**src/rtl/cfobm_pkg.sv**
```systemverilog
// ----------------------------------------------------------------------------
// cfobm_pkg: shared definitions for the best-move unit
// Site and weight sizing, level limits and the request action codes.
// ----------------------------------------------------------------------------
package cfobm_pkg;

  // Storage sizing
  localparam int SITES       = 64;
  localparam int SITE_W      = 6;    // bits of a site index
  localparam int CNT_W       = 7;    // bits of a site count (0..SITES)
  localparam int WEIGHT_BITS = 16;
  localparam int LEVEL_W     = 2;

  localparam logic [LEVEL_W-1:0] LEVEL_MAX    = 2'd3;
  localparam logic [LEVEL_W-1:0] LEVEL_MIN    = 2'd0;
  localparam logic [CNT_W-1:0]   ACTIVE_RESET = 7'd64;

  // Request actions
  typedef enum logic [1:0] {
    ACT_LOAD    = 2'd0,
    ACT_PROPOSE = 2'd1,
    ACT_ACCEPT  = 2'd2,
    ACT_REJECT  = 2'd3
  } action_t;

  typedef logic signed [WEIGHT_BITS-1:0] weight_t;

endpackage

```
**src/rtl/close_first_open_best_move_unit.sv**
```systemverilog
// ----------------------------------------------------------------------------
// close_first_open_best_move_unit: local-search move generator
// Keeps a level (0..3) and a signed weight per site; proposes, accepts and
// rejects single-unit level moves from the first nonzero site to the best one.
// ----------------------------------------------------------------------------
// A request is taken when start is high and busy is low; its result appears
// on the out_ ports for exactly one cycle, flagged by out_valid, and must be
// captured then. Every request gives one result. A propose runs a scan,
// which reads one site per cycle from the level and weight memories through
// a single shared compare unit. busy stays high until the result shows.
// There is no clearing pass after reset: weights use per-site valid bits.
module close_first_open_best_move_unit (
  input  logic                                 clk,
  input  logic                                 rst_n,
  // request channel
  input  logic                                 start,
  output logic                                 busy,
  input  logic [1:0]                           in_action,
  input  logic [cfobm_pkg::SITE_W-1:0]         in_site_index,
  input  logic [cfobm_pkg::LEVEL_W-1:0]        in_level_value,
  // result channel
  output logic                                 out_valid,
  output logic                                 out_move_found,
  output logic [cfobm_pkg::SITE_W-1:0]         out_close_site,
  output logic [cfobm_pkg::SITE_W-1:0]         out_open_site,
  // configuration
  input  logic                                 cfg_valid,
  output logic                                 cfg_ready,
  input  logic [cfobm_pkg::CNT_W-1:0]          cfg_active_sites
);

  typedef enum logic [10:0] {
    S_IDLE   = 11'b000_0000_0001,
    S_LOAD   = 11'b000_0000_0010,
    S_SCAN   = 11'b000_0000_0100,
    S_MOVE_C = 11'b000_0000_1000,
    S_MOVE_O = 11'b000_0001_0000,
    S_RD_O   = 11'b000_0010_0000,
    S_WR_O   = 11'b000_0100_0000,
    S_RD_C   = 11'b000_1000_0000,
    S_WR_C   = 11'b001_0000_0000,
    S_RD_L   = 11'b010_0000_0000,
    S_WR_L   = 11'b100_0000_0000
  } state_t;

  // saturating +/-1 on a signed weight
  function automatic cfobm_pkg::weight_t bump(input cfobm_pkg::weight_t w, input logic up);
    cfobm_pkg::weight_t wmax;
    cfobm_pkg::weight_t wmin;
    cfobm_pkg::weight_t res;
    wmax = {1'b0, {(cfobm_pkg::WEIGHT_BITS-1){1'b1}}};
    wmin = {1'b1, {(cfobm_pkg::WEIGHT_BITS-1){1'b0}}};
    res  = w;
    if (up) begin
      if (w != wmax) res = w + cfobm_pkg::weight_t'(1);
    end else begin
      if (w != wmin) res = w - cfobm_pkg::weight_t'(1);
    end
    return res;
  endfunction

  state_t                          state_r, state_nxt;
  cfobm_pkg::action_t              act_r, act_nxt;
  logic [cfobm_pkg::SITE_W-1:0]    site_r, site_nxt;
  logic [cfobm_pkg::LEVEL_W-1:0]   lvl_in_r, lvl_in_nxt;
  logic [cfobm_pkg::CNT_W-1:0]     active_r, active_nxt;

  // scan state
  logic [cfobm_pkg::CNT_W-1:0]     scan_r, scan_nxt;
  logic                            pend_r, pend_nxt;
  logic [cfobm_pkg::SITE_W-1:0]    pidx_r, pidx_nxt;
  logic                            cfound_r, cfound_nxt;
  logic                            have_r, have_nxt;
  logic [cfobm_pkg::SITE_W-1:0]    close_r, close_nxt;
  logic [cfobm_pkg::SITE_W-1:0]    open_r, open_nxt;
  logic [cfobm_pkg::LEVEL_W-1:0]   close_lvl_r, close_lvl_nxt;
  logic [cfobm_pkg::LEVEL_W-1:0]   open_lvl_r, open_lvl_nxt;
  cfobm_pkg::weight_t              best_w_r, best_w_nxt;

  // move history and result
  logic [cfobm_pkg::SITE_W-1:0]    last_close_r, last_close_nxt;
  logic [cfobm_pkg::SITE_W-1:0]    last_open_r, last_open_nxt;
  logic                            out_valid_r, out_valid_nxt;
  logic                            out_found_r, out_found_nxt;

  // weight valid bits, one per site
  logic [cfobm_pkg::SITES-1:0]     wvld_r, wvld_nxt;
  logic                            wvld_d_r;

  // memory ports
  logic [cfobm_pkg::SITE_W-1:0]    rd_addr;
  logic                            lvl_we;
  logic [cfobm_pkg::SITE_W-1:0]    lvl_waddr;
  logic [cfobm_pkg::LEVEL_W-1:0]   lvl_wdata;
  logic [cfobm_pkg::LEVEL_W-1:0]   lvl_rdata;
  logic                            w_we;
  logic [cfobm_pkg::SITE_W-1:0]    w_waddr;
  cfobm_pkg::weight_t              w_wdata;
  logic [cfobm_pkg::WEIGHT_BITS-1:0] w_rdata_raw;
  cfobm_pkg::weight_t              w_eff;

  logic [cfobm_pkg::CNT_W-1:0]     scan_len;
  logic                            req_ok;

  assign busy           = (state_r != S_IDLE);
  assign req_ok         = start && !busy;
  assign cfg_ready      = 1'b1;
  assign out_valid      = out_valid_r;
  assign out_move_found = out_found_r;
  assign out_close_site = last_close_r;
  assign out_open_site  = last_open_r;

  // scan length is min(active_sites, SITES)
  assign scan_len = (active_r > cfobm_pkg::CNT_W'(cfobm_pkg::SITES)) ?
                    cfobm_pkg::CNT_W'(cfobm_pkg::SITES) : active_r;

  // never-written weights read as zero
  assign w_eff = wvld_d_r ? cfobm_pkg::weight_t'(w_rdata_raw) : '0;

  // level and weight memories
  cfobm_ram #(
    .WIDTH (cfobm_pkg::LEVEL_W),
    .DEPTH (cfobm_pkg::SITES)
  ) u_lvl_ram (
    .clk   (clk),
    .we    (lvl_we),
    .waddr (lvl_waddr),
    .wdata (lvl_wdata),
    .raddr (rd_addr),
    .rdata (lvl_rdata)
  );

  cfobm_ram #(
    .WIDTH (cfobm_pkg::WEIGHT_BITS),
    .DEPTH (cfobm_pkg::SITES)
  ) u_wgt_ram (
    .clk   (clk),
    .we    (w_we),
    .waddr (w_waddr),
    .wdata (w_wdata),
    .raddr (rd_addr),
    .rdata (w_rdata_raw)
  );

  // sequencer
  always_comb begin
    state_nxt      = state_r;
    act_nxt        = act_r;
    site_nxt       = site_r;
    lvl_in_nxt     = lvl_in_r;
    active_nxt     = active_r;
    scan_nxt       = scan_r;
    pend_nxt       = pend_r;
    pidx_nxt       = pidx_r;
    cfound_nxt     = cfound_r;
    have_nxt       = have_r;
    close_nxt      = close_r;
    open_nxt       = open_r;
    close_lvl_nxt  = close_lvl_r;
    open_lvl_nxt   = open_lvl_r;
    best_w_nxt     = best_w_r;
    last_close_nxt = last_close_r;
    last_open_nxt  = last_open_r;
    out_valid_nxt  = 1'b0;
    out_found_nxt  = 1'b0;
    wvld_nxt       = wvld_r;
    rd_addr        = '0;
    lvl_we         = 1'b0;
    lvl_waddr      = '0;
    lvl_wdata      = '0;
    w_we           = 1'b0;
    w_waddr        = '0;
    w_wdata        = '0;

    if (cfg_valid && cfg_ready) begin
      active_nxt = cfg_active_sites;
    end

    case (state_r)
      S_IDLE: begin
        if (req_ok) begin
          act_nxt    = cfobm_pkg::action_t'(in_action);
          site_nxt   = in_site_index;
          lvl_in_nxt = in_level_value;
          scan_nxt   = '0;
          pend_nxt   = 1'b0;
          cfound_nxt = 1'b0;
          have_nxt   = 1'b0;
          case (cfobm_pkg::action_t'(in_action))
            cfobm_pkg::ACT_LOAD:    state_nxt = S_LOAD;
            cfobm_pkg::ACT_PROPOSE: state_nxt = S_SCAN;
            default:                state_nxt = S_RD_O;
          endcase
        end
      end

      S_LOAD: begin
        lvl_we        = 1'b1;
        lvl_waddr     = site_r;
        lvl_wdata     = lvl_in_r;
        out_valid_nxt = 1'b1;
        state_nxt     = S_IDLE;
      end

      // one site read issued per cycle; its data is evaluated in the next cycle
      S_SCAN: begin
        rd_addr = scan_r[cfobm_pkg::SITE_W-1:0];
        if (scan_r < scan_len) begin
          pend_nxt = 1'b1;
          pidx_nxt = scan_r[cfobm_pkg::SITE_W-1:0];
          scan_nxt = scan_r + cfobm_pkg::CNT_W'(1);
        end else begin
          pend_nxt = 1'b0;
        end
        if (pend_r) begin
          if (!cfound_r) begin
            if (lvl_rdata != cfobm_pkg::LEVEL_MIN) begin
              cfound_nxt    = 1'b1;
              close_nxt     = pidx_r;
              close_lvl_nxt = lvl_rdata;
            end
          end else if (lvl_rdata < cfobm_pkg::LEVEL_MAX &&
                       (!have_r || w_eff > best_w_r)) begin
            have_nxt     = 1'b1;
            best_w_nxt   = w_eff;
            open_nxt     = pidx_r;
            open_lvl_nxt = lvl_rdata;
          end
        end else if (scan_r >= scan_len) begin
          if (cfound_r && have_r) begin
            state_nxt = S_MOVE_C;
          end else begin
            out_valid_nxt = 1'b1;
            state_nxt     = S_IDLE;
          end
        end
      end

      S_MOVE_C: begin
        lvl_we    = 1'b1;
        lvl_waddr = close_r;
        lvl_wdata = close_lvl_r - cfobm_pkg::LEVEL_W'(1);
        state_nxt = S_MOVE_O;
      end

      S_MOVE_O: begin
        lvl_we         = 1'b1;
        lvl_waddr      = open_r;
        lvl_wdata      = open_lvl_r + cfobm_pkg::LEVEL_W'(1);
        last_close_nxt = close_r;
        last_open_nxt  = open_r;
        out_valid_nxt  = 1'b1;
        out_found_nxt  = 1'b1;
        state_nxt      = S_IDLE;
      end

      // accept / reject: open weight first
      S_RD_O: begin
        rd_addr   = last_open_r;
        state_nxt = S_WR_O;
      end

      S_WR_O: begin
        w_we                  = 1'b1;
        w_waddr               = last_open_r;
        w_wdata               = bump(w_eff, act_r == cfobm_pkg::ACT_ACCEPT);
        wvld_nxt[last_open_r] = 1'b1;
        state_nxt             = S_RD_C;
      end

      S_RD_C: begin
        rd_addr   = last_close_r;
        state_nxt = S_WR_C;
      end

      // close weight, and on reject the close level rises
      S_WR_C: begin
        w_we                   = 1'b1;
        w_waddr                = last_close_r;
        w_wdata                = bump(w_eff, act_r == cfobm_pkg::ACT_ACCEPT);
        wvld_nxt[last_close_r] = 1'b1;
        if (act_r == cfobm_pkg::ACT_REJECT) begin
          lvl_we    = (lvl_rdata != cfobm_pkg::LEVEL_MAX);
          lvl_waddr = last_close_r;
          lvl_wdata = lvl_rdata + cfobm_pkg::LEVEL_W'(1);
          state_nxt = S_RD_L;
        end else begin
          out_valid_nxt = 1'b1;
          state_nxt     = S_IDLE;
        end
      end

      // reject: open level falls, re-read after the close write
      S_RD_L: begin
        rd_addr   = last_open_r;
        state_nxt = S_WR_L;
      end

      S_WR_L: begin
        lvl_we        = (lvl_rdata != cfobm_pkg::LEVEL_MIN);
        lvl_waddr     = last_open_r;
        lvl_wdata     = lvl_rdata - cfobm_pkg::LEVEL_W'(1);
        out_valid_nxt = 1'b1;
        state_nxt     = S_IDLE;
      end

      default: begin
        state_nxt = S_IDLE;
      end
    endcase
  end

  // control registers
  always_ff @(posedge clk) begin
    if (!rst_n) begin
      state_r      <= S_IDLE;
      active_r     <= cfobm_pkg::ACTIVE_RESET;
      last_close_r <= '0;
      last_open_r  <= '0;
      out_valid_r  <= 1'b0;
      out_found_r  <= 1'b0;
      wvld_r       <= '0;
      pend_r       <= 1'b0;
      cfound_r     <= 1'b0;
      have_r       <= 1'b0;
      scan_r       <= '0;
    end else begin
      state_r      <= state_nxt;
      active_r     <= active_nxt;
      last_close_r <= last_close_nxt;
      last_open_r  <= last_open_nxt;
      out_valid_r  <= out_valid_nxt;
      out_found_r  <= out_found_nxt;
      wvld_r       <= wvld_nxt;
      pend_r       <= pend_nxt;
      cfound_r     <= cfound_nxt;
      have_r       <= have_nxt;
      scan_r       <= scan_nxt;
    end
  end

  // payload registers
  always_ff @(posedge clk) begin
    act_r       <= act_nxt;
    site_r      <= site_nxt;
    lvl_in_r    <= lvl_in_nxt;
    pidx_r      <= pidx_nxt;
    close_r     <= close_nxt;
    open_r      <= open_nxt;
    close_lvl_r <= close_lvl_nxt;
    open_lvl_r  <= open_lvl_nxt;
    best_w_r    <= best_w_nxt;
    wvld_d_r    <= wvld_r[rd_addr];
  end

  // checks
  a_result_idle: assert property (@(posedge clk) disable iff (!rst_n)
    out_valid |-> !busy)
    else $error("result shown while busy");

  a_found_strobed: assert property (@(posedge clk) disable iff (!rst_n)
    out_move_found |-> out_valid)
    else $error("move_found without result strobe");

  a_start_busy: assert property (@(posedge clk) disable iff (!rst_n)
    (start && !busy) |=> busy)
    else $error("accepted request did not raise busy");

  a_single_strobe: assert property (@(posedge clk) disable iff (!rst_n)
    out_valid |=> !out_valid)
    else $error("result strobe longer than one cycle");

endmodule

```
**src/rtl/cfobm_ram.sv**
```systemverilog
// ----------------------------------------------------------------------------
// cfobm_ram: generic single-port-write RAM
// One write port and one read port; read data is registered.
// ----------------------------------------------------------------------------
module cfobm_ram #(
  parameter int WIDTH  = 8,
  parameter int DEPTH  = 64,
  parameter int ADDR_W = $clog2(DEPTH)
) (
  input  logic              clk,
  input  logic              we,
  input  logic [ADDR_W-1:0] waddr,
  input  logic [WIDTH-1:0]  wdata,
  input  logic [ADDR_W-1:0] raddr,
  output logic [WIDTH-1:0]  rdata
);

  logic [WIDTH-1:0] mem [DEPTH];

  // write port
  always_ff @(posedge clk) begin
    if (we) begin
      mem[waddr] <= wdata;
    end
  end

  // registered read port
  always_ff @(posedge clk) begin
    rdata <= mem[raddr];
  end

endmodule

```
**config.mk**
```make
export PLATFORM = sky130hd
export DESIGN_NAME = close_first_open_best_move_unit
export DESIGN_NICKNAME = d
export VERILOG_FILES = /design/src/rtl/cfobm_pkg.sv /design/src/rtl/close_first_open_best_move_unit.sv /design/src/rtl/cfobm_ram.sv
export SDC_FILE = /design/constraint.sdc
export NUM_CORES = 2
export LEC_CHECK = 0
export ABC_CLOCK_PERIOD_IN_PS = 9000
export BUFFER_PORTS_ARGS = -buffer_cell sky130_fd_sc_hd__buf_2
export CAP_MARGIN = 20
export CELL_PAD_IN_SITES_DETAIL_PLACEMENT = 0
export CELL_PAD_IN_SITES_GLOBAL_PLACEMENT = 1
export CORE_MARGIN = 3
export CORE_UTILIZATION = 54
export CTS_CLUSTER_SIZE = 40
export DETAILED_ROUTE_END_ITERATION = 7
export GPL_TIMING_DRIVEN = 1
export PLACE_DENSITY = 0.84
export SYNTH_ARGS = -nofsm -noshare
export SYNTH_HDL_FRONTEND = slang
export SYNTH_HIERARCHICAL = 1
export SYNTH_SLANG_ARGS = --single-unit
```
**constraint.sdc**
```tcl
create_clock -name clk -period 9 [get_ports clk]
set_clock_uncertainty 0.15 [all_clocks]
set_input_delay 1.8 -clock clk [delete_from_list [all_inputs] [get_ports clk]]
set_output_delay 1.8 -clock clk [all_outputs]
set_load 0.02 [all_outputs]
```
* After elaboration in Yosys (flattened, before gate mapping) *
Memory sizes are Yosys's and may differ from the RTL's. A register that Yosys moved wholly into a read port is not among the register bits.
Cells that the tools add are included.

storage, ports and cells
  register bits after elaboration = 155
  memory bits (writable) = 1152
  input port bits = 21
  memories kept = 2

operators by class
  add/subtract/negate cells = 7
  order comparisons = 10
  eq/ne operators = 25
  mux-type cells = 53
  bitwise logic cells = 3
  reductions and logical operators = 25

memories
  memory         depth  width  read ports  clocked after memory_dff  write ports  line             text
  u_wgt_ram.mem  64     16     1           1                         1            cfobm_ram.sv:18  logic [WIDTH-1:0] mem [DEPTH];
  u_lvl_ram.mem  64     2      1           1                         1            cfobm_ram.sv:18

operator list
  operator               number
  $or 64x64->64          2
  $pmux 64 s2            1
  $pmux 11 s8            1
  $mux 16                5
  $mux 11                3
  $ne 16x16->1 const B   2
  $pmux 6 s5             1
  $pmux 6 s2             2
  $mux 1                 22
  $lt 6x7->1 const B     3
  $mux 7                 3
  $pmux 6 s3             1
  $add 16x2->16 const B  1
  $gt 16x16->1           1
  $ne 2x2->1 const B     8
  $sub 16x2->16 const B  1
  $pmux 7 s2             1
  $demux 1 s6            2
  $ge 6x1->1 const B     2
  $eq 11x1->1 const B    1
  $eq 11x10->1 const B   1
  $eq 11x11->1 const B   1
  $eq 11x2->1 const B    1
  $eq 11x3->1 const B    1
  other kinds (36)       56

* Logic depth before layout (Yosys ltp) *
  word-level depth = 8
  gate-level depth with buffers = 16
  depth with buffers taken out = 11

* Cells and area by module *
The synthesis kept the hierarchy.

modules (own cells, without submodules)
  module                           times used  cells each  area an instance (um2)  seq. area each (um2)
  cfobm_ram at u_wgt_ram           1           1829        40042.2                 31069.8
  close_first_open_best_move_unit  1           964         8745.9                  3583.4
  cfobm_ram at u_lvl_ram           1           332         5546.6                  3883.7

* Least setup slack after synthesis *
No wires, ideal clock.

  path kind = reg-to-reg
  from = reg wvld_d_r
  to = reg best_w_r[0] (enable)
  setup time = 536 ps
  arrival time = 6030 ps
  data required time = 8314 ps
  setup slack = 2285 ps
  stages on the path, launching flop included = 14
  buffers on the path = 3
  clock period less this slack = 6715 ps
  path through = dfxtp_1 clkbuf_1 clkbuf_1 clkbuf_1 nand2_1 ha_1 inv_1 a21oi_1 o21ai_0 a21oi_1 o21ai_0 a2111o_1 o221ai_1 a2111oi_0

between the ends
  longest elaborated chain between the ends = 5

ends and longest elaborated chain
  element                     line                                    text
  start: declaration          close_first_open_best_move_unit.sv:88   logic wvld_d_r;
  start signal: assignment    close_first_open_best_move_unit.sv:353  wvld_d_r <= wvld_r[rd_addr];
  $mux 16                     close_first_open_best_move_unit.sv:118  assign w_eff = wvld_d_r ? cfobm_pkg::weight_t'(w_rdata_raw) : '0;
  $gt 16x16->1                close_first_open_best_move_unit.sv:223  (!have_r || w_eff > best_w_r)) begin
  $logic_or 1x1->1            close_first_open_best_move_unit.sv:223
  $logic_and 1x1->1           close_first_open_best_move_unit.sv:222  end else if (lvl_rdata < cfobm_pkg::LEVEL_MAX &&
  $reduce_and 4->1 (no line)  -
  end signal: assignment      close_first_open_best_move_unit.sv:352  best_w_r <= best_w_nxt;
  end: declaration            close_first_open_best_move_unit.sv:78   cfobm_pkg::weight_t best_w_r, best_w_nxt;

No other way between the ends.
A chain may end at the register's enable or synchronous reset.

* Final worst setup path *
  from = reg state_r[5]
  to = reg u_wgt_ram.rdata[15], read port of u_wgt_ram.mem

between the ends
  longest elaborated chain between the ends = 3

ends and longest elaborated chain
  element                                             line                                    text
  start: declaration                                  close_first_open_best_move_unit.sv:62   state_t state_r, state_nxt;
  start signal: assignment                            close_first_open_best_move_unit.sv:328  state_r <= state_nxt;
  $eq 11x10->1 / $eq 11x6->1 (equally long branches)  close_first_open_best_move_unit.sv:179  case (state_r)
  $reduce_or 2->1 (no line)                           -
  $pmux 6 s3 *                                        close_first_open_best_move_unit.sv:179
  net rd_addr (one bit)                               close_first_open_best_move_unit.sv:91   logic [cfobm_pkg::SITE_W-1:0] rd_addr;
  end: declaration                                    cfobm_ram.sv:15                         output logic [WIDTH-1:0] rdata

Mark *: on every way through the listed nets, which the timed path passes. The rest lies on a longest branch.

==> flow_metrics.env <==
export IMPL_run_status="complete, no violations"
export IMPL_worst_max_slew_pin_slew_ns=1.18
export IMPL_grt_overflow_total=0
export IMPL_critical_path_startpoint_type="flip-flop"
export IMPL_drtAntennaViolNets=0
export IMPL_p_int_mw=9.86
export IMPL_area_enclosed_by_the_die_boundary_um2=104000
export IMPL_routabilityCongestion=0.883
export IMPL_power_density_nw_per_um2=202
export IMPL_yosysTopAreaCellShare_pct=66.3
export IMPL_wl_met3_um=12400
export IMPL_worst_slew_margin_rel_pct=21.0
export IMPL_period_minus_slack_ns=5.24
export IMPL_switching_share_pct=19.5
export IMPL_yosys_most_used_dff="sky130_fd_sc_hd__edfxtp_1"
export IMPL_clkLatencyLatePin_ns=0.74
export IMPL_hold_crit_path_type="flip-flop to flip-flop"
export IMPL_floorplan_initialDensity_pct=54.8
export IMPL_dp_hpwl_um=79900
export IMPL_die_width_um=323
export IMPL_cp_data_arrival_time_ns=5.63
export IMPL_maximum_number_of_pins_on_one_net_before_global_route_repair=150
export IMPL_routed_via_density=6.57
export IMPL_core_area_um2=99100
export IMPL_critPathSlowestCell="sky130_fd_sc_hd__a221oi_2"
export IMPL_grt_pass1_wl_um=199000
export IMPL_synth_avg_cell_area_um2=17.4
export IMPL_power_frac_comb_pct=1.0
export IMPL_synth_seq_cells=1325
export IMPL_grt_setup_unrepaired="false"
export IMPL_place_worst_setup_slack_ns=3.96
export IMPL_max_freq_mhz=191
export IMPL_layout_setup_ws_ns=3.76
export IMPL_clk_transition_reported_paths_ns=0.06
export IMPL_wirelength_met1_um=51300
export IMPL_initialDrtViolationCount=3743
export IMPL_multiInputGateArea_um2=14700
export IMPL_cts_post_setup_buffers_inserted=0
export IMPL_synthDistinctLibCells=90
export IMPL_yosys_top_cells_area="sky130_fd_sc_hd__edfxtp_1 66%, sky130_fd_sc_hd__mux4_2 9.5%, sky130_fd_sc_hd__dfxtp_1 4.6%"
export IMPL_n_antenna_cell=0
export IMPL_fin_hold_viols=0
export IMPL_die_height_um=323
export IMPL_cts_hold_repair_buffers=0
export IMPL_antenna_found_initial=1
export IMPL_cts_root_to_sink_buffers=3
export IMPL_crit_reg2reg_capture="u_wgt_ram/rdata[15]"
export IMPL_met2_length_um=64800
export IMPL_report_final_setup_viol=0
export IMPL_p_seq_share_pct=54.2
export IMPL_synth_edf_count=1200
export IMPL_drt_wirelength_per_cell_um=28.9
export IMPL_buffers_inverters_on_critical_path=2
export IMPL_worstRegToRegCells=10
export IMPL_filler_cell_count=6845
export IMPL_total_leakage_power_nw=20.5
export IMPL_max_cap_violations=0
export IMPL_syn_cell_area_um2=54300
export IMPL_ys_warnings_count=6
export IMPL_sort_of_element_at_the_end_of_the_critical_path="flip-flop"
export IMPL_timing_critical_path_depth=10
export IMPL_cp_endpoint="u_wgt_ram/rdata[15]"
export IMPL_tns_ns=0
export IMPL_clock_sinks=1325
export IMPL_synthArstFlopShare_pct=0
export IMPL_setup_worst_path_class="flip-flop to flip-flop"
export IMPL_worstPathMaxFanout=121
export IMPL_path_cells="or3_1 > nor3_1 > a221oi_2 > inv_8 > buf_4 > mux4_2 > mux2i_1 > a22oi_1 > a31oi_1 > a311oi_1"
export IMPL_globalRouteTotalUtil_pct=26.0
export IMPL_core_rowCount=115
export IMPL_setup_worst_path_start="state_r[5]"
export IMPL_routed_wl_um=133000
export IMPL_layout_drive_gt1_share_pct=20.2
export IMPL_cts_tree="built"
export IMPL_first_pass_iters=6
export IMPL_detailroute_via_count=30300
export IMPL_timing_reg2reg_setup_slack_ns=3.76
export IMPL_ys_seq_area_share_pct=70.9
export IMPL_place_port_buffers=35
export IMPL_drv_slew=0
export IMPL_synth_cells=3125
export IMPL_crit_family="compound AO/OA/AOI/OAI gates"
export IMPL_netsw_mw=2.39
export IMPL_ctsHtreeMaxLevel=4
export IMPL_drcViolationCount=0
export IMPL_layout_worst_path_cycle_share_pct=58.2
export IMPL_synth_net_count=3174
export IMPL_cts_root_buffer="sky130_fd_sc_hd__clkbuf_16"
export IMPL_pwr_share_clk_pct=44.8
export IMPL_maxUsedRoutingLayer="met5"
export IMPL_tritoncts_num_buffers=134
export IMPL_fin_nets=3276
export IMPL_critPathMaxStageDelay_ns=0.99
export IMPL_grt_pass1_vias=30300
export IMPL_ctsResizeCount=0
export IMPL_cp_data_required_time_ns=9.39
export IMPL_ios=37
export IMPL_vdd_ir_drop_max_v=0.000253
export IMPL_synth_top_area_cell="sky130_fd_sc_hd__edfxtp_1"
export IMPL_area_growth_synth_to_final_pct=11.3
export IMPL_register_area_um2=38500
export IMPL_critical_path_reg2reg_startpoint="state_r[5]"
-- metal layers --
metal / global-route usage, % / vias to the layer above
met3: 5.10 / 289
met2: 42.0 / 1656
met4: 10.0 / 2
met1: 35.3 / 15600
li1: - / 12800
met5: 0 / -
-- power by group through the flow --
stage                     clock network [mW]  registers, mW  logic [mW]
after floorplan                            0           6.76      0.0827
after global routing                    5.82           6.63       0.130
after detailed placement                   0           6.77       0.118
after global placement                     0           6.77       0.113
after CTS                               5.58           6.64       0.118
final                                   5.49           6.64       0.119
-- how the worst min path moves through the flow --
stage / startpoint / slack [ns] / cells after the start / to
after floorplan: pidx_r[0] / 0.27 / 0 / close_r[0]
after detailed placement: pidx_r[0] / 0.28 / 0 / open_r[0]
final: pidx_r[0] / 0.30 / 0 / open_r[0]
after global routing: pidx_r[0] / 0.31 / 0 / open_r[0]
after CTS: pidx_r[0] / 0.30 / 0 / open_r[0]
after global placement: pidx_r[1] / 0.28 / 0 / close_r[1]
-- Yosys cell counts (all sizes together) (9+ instances only) --
library cell / count
inv: 54
nor4: 18
mux2i: 117
a21boi: 22
edfxtp: 1200
nand2b: 14
mux4: 255
nand3: 59
a211o: 9
o22ai: 10
and2: 28
nand4: 36
nor2b: 81
a221oi: 50
xnor2: 14
or3: 10
a31oi: 13
o21a: 15
and4: 11
clkbuf: 77
nor3: 41
o21ai: 35
buf: 104
a211oi: 12
xor2: 9
a22o: 10
ha: 28
nor2: 202
nand2: 187
a21o: 9
a21oi: 54
a311oi: 13
a22oi: 54
dfxtp: 125
mux2: 34
-- area by class of cell --
cell class | instances | area share [%]
Clock buffer | 169 | 5.93
Clock inverter | 73 | 1.24
Inverter | 55 | 0.362
Multi-Input combinational cell | 1564 | 24.3
Sequential cell | 1325 | 63.7
Tap cell | 1287 | 2.66
Timing Repair Buffer | 147 | 1.83
-- cell usage in the layout, fill, tap and decap left out, drive strengths merged, types with 59 or more instances in the layout --
master	count
edfxtp	1200
mux4	255
nor2	202
nand2	187
clkbuf	169
buf	147
dfxtp	125
mux2i	117
nor2b	81
inv	61
nand3	59
-- kinds of logic after synthesis --
family	after synthesis	share of synthesized area, %
mux	406	13.6
flops	1325	70.9
simple gates	737	6.98
other cells	1	0.00690
buf+inv	236	2.43
compound gates	369	5.03
fa+ha+maj	28	0.645
xor+xnor	23	0.371
-- per-stage QoR --
step	cell area (um2)	hold slack [ns]	std cells	power [mW]	utilization, %
5_1_grt	60500	0.309	4620	12.6	61.0
6_report	60500	0.298	4620	12.2	61.0
3_3_place_gp	56000	0.278	4369	6.88	56.5
4_1_cts	60400	0.298	4618	12.3	61.0
2_1_floorplan	54300	0.271	3125	6.85	-
3_5_place_dp	56100	0.284	4376	6.89	56.6
-- flip-flops by register name, indices dropped and copies added, names as in the netlist, 7 cells and up --
name and cells:
active_r 7, best_w_r 16, scan_r 7, state_r 11, u_lvl_ram/mem 128, u_wgt_ram/mem 1024, u_wgt_ram/rdata 16, wvld_r 64
No activity file was read; power rests on OpenSTA's default activity.
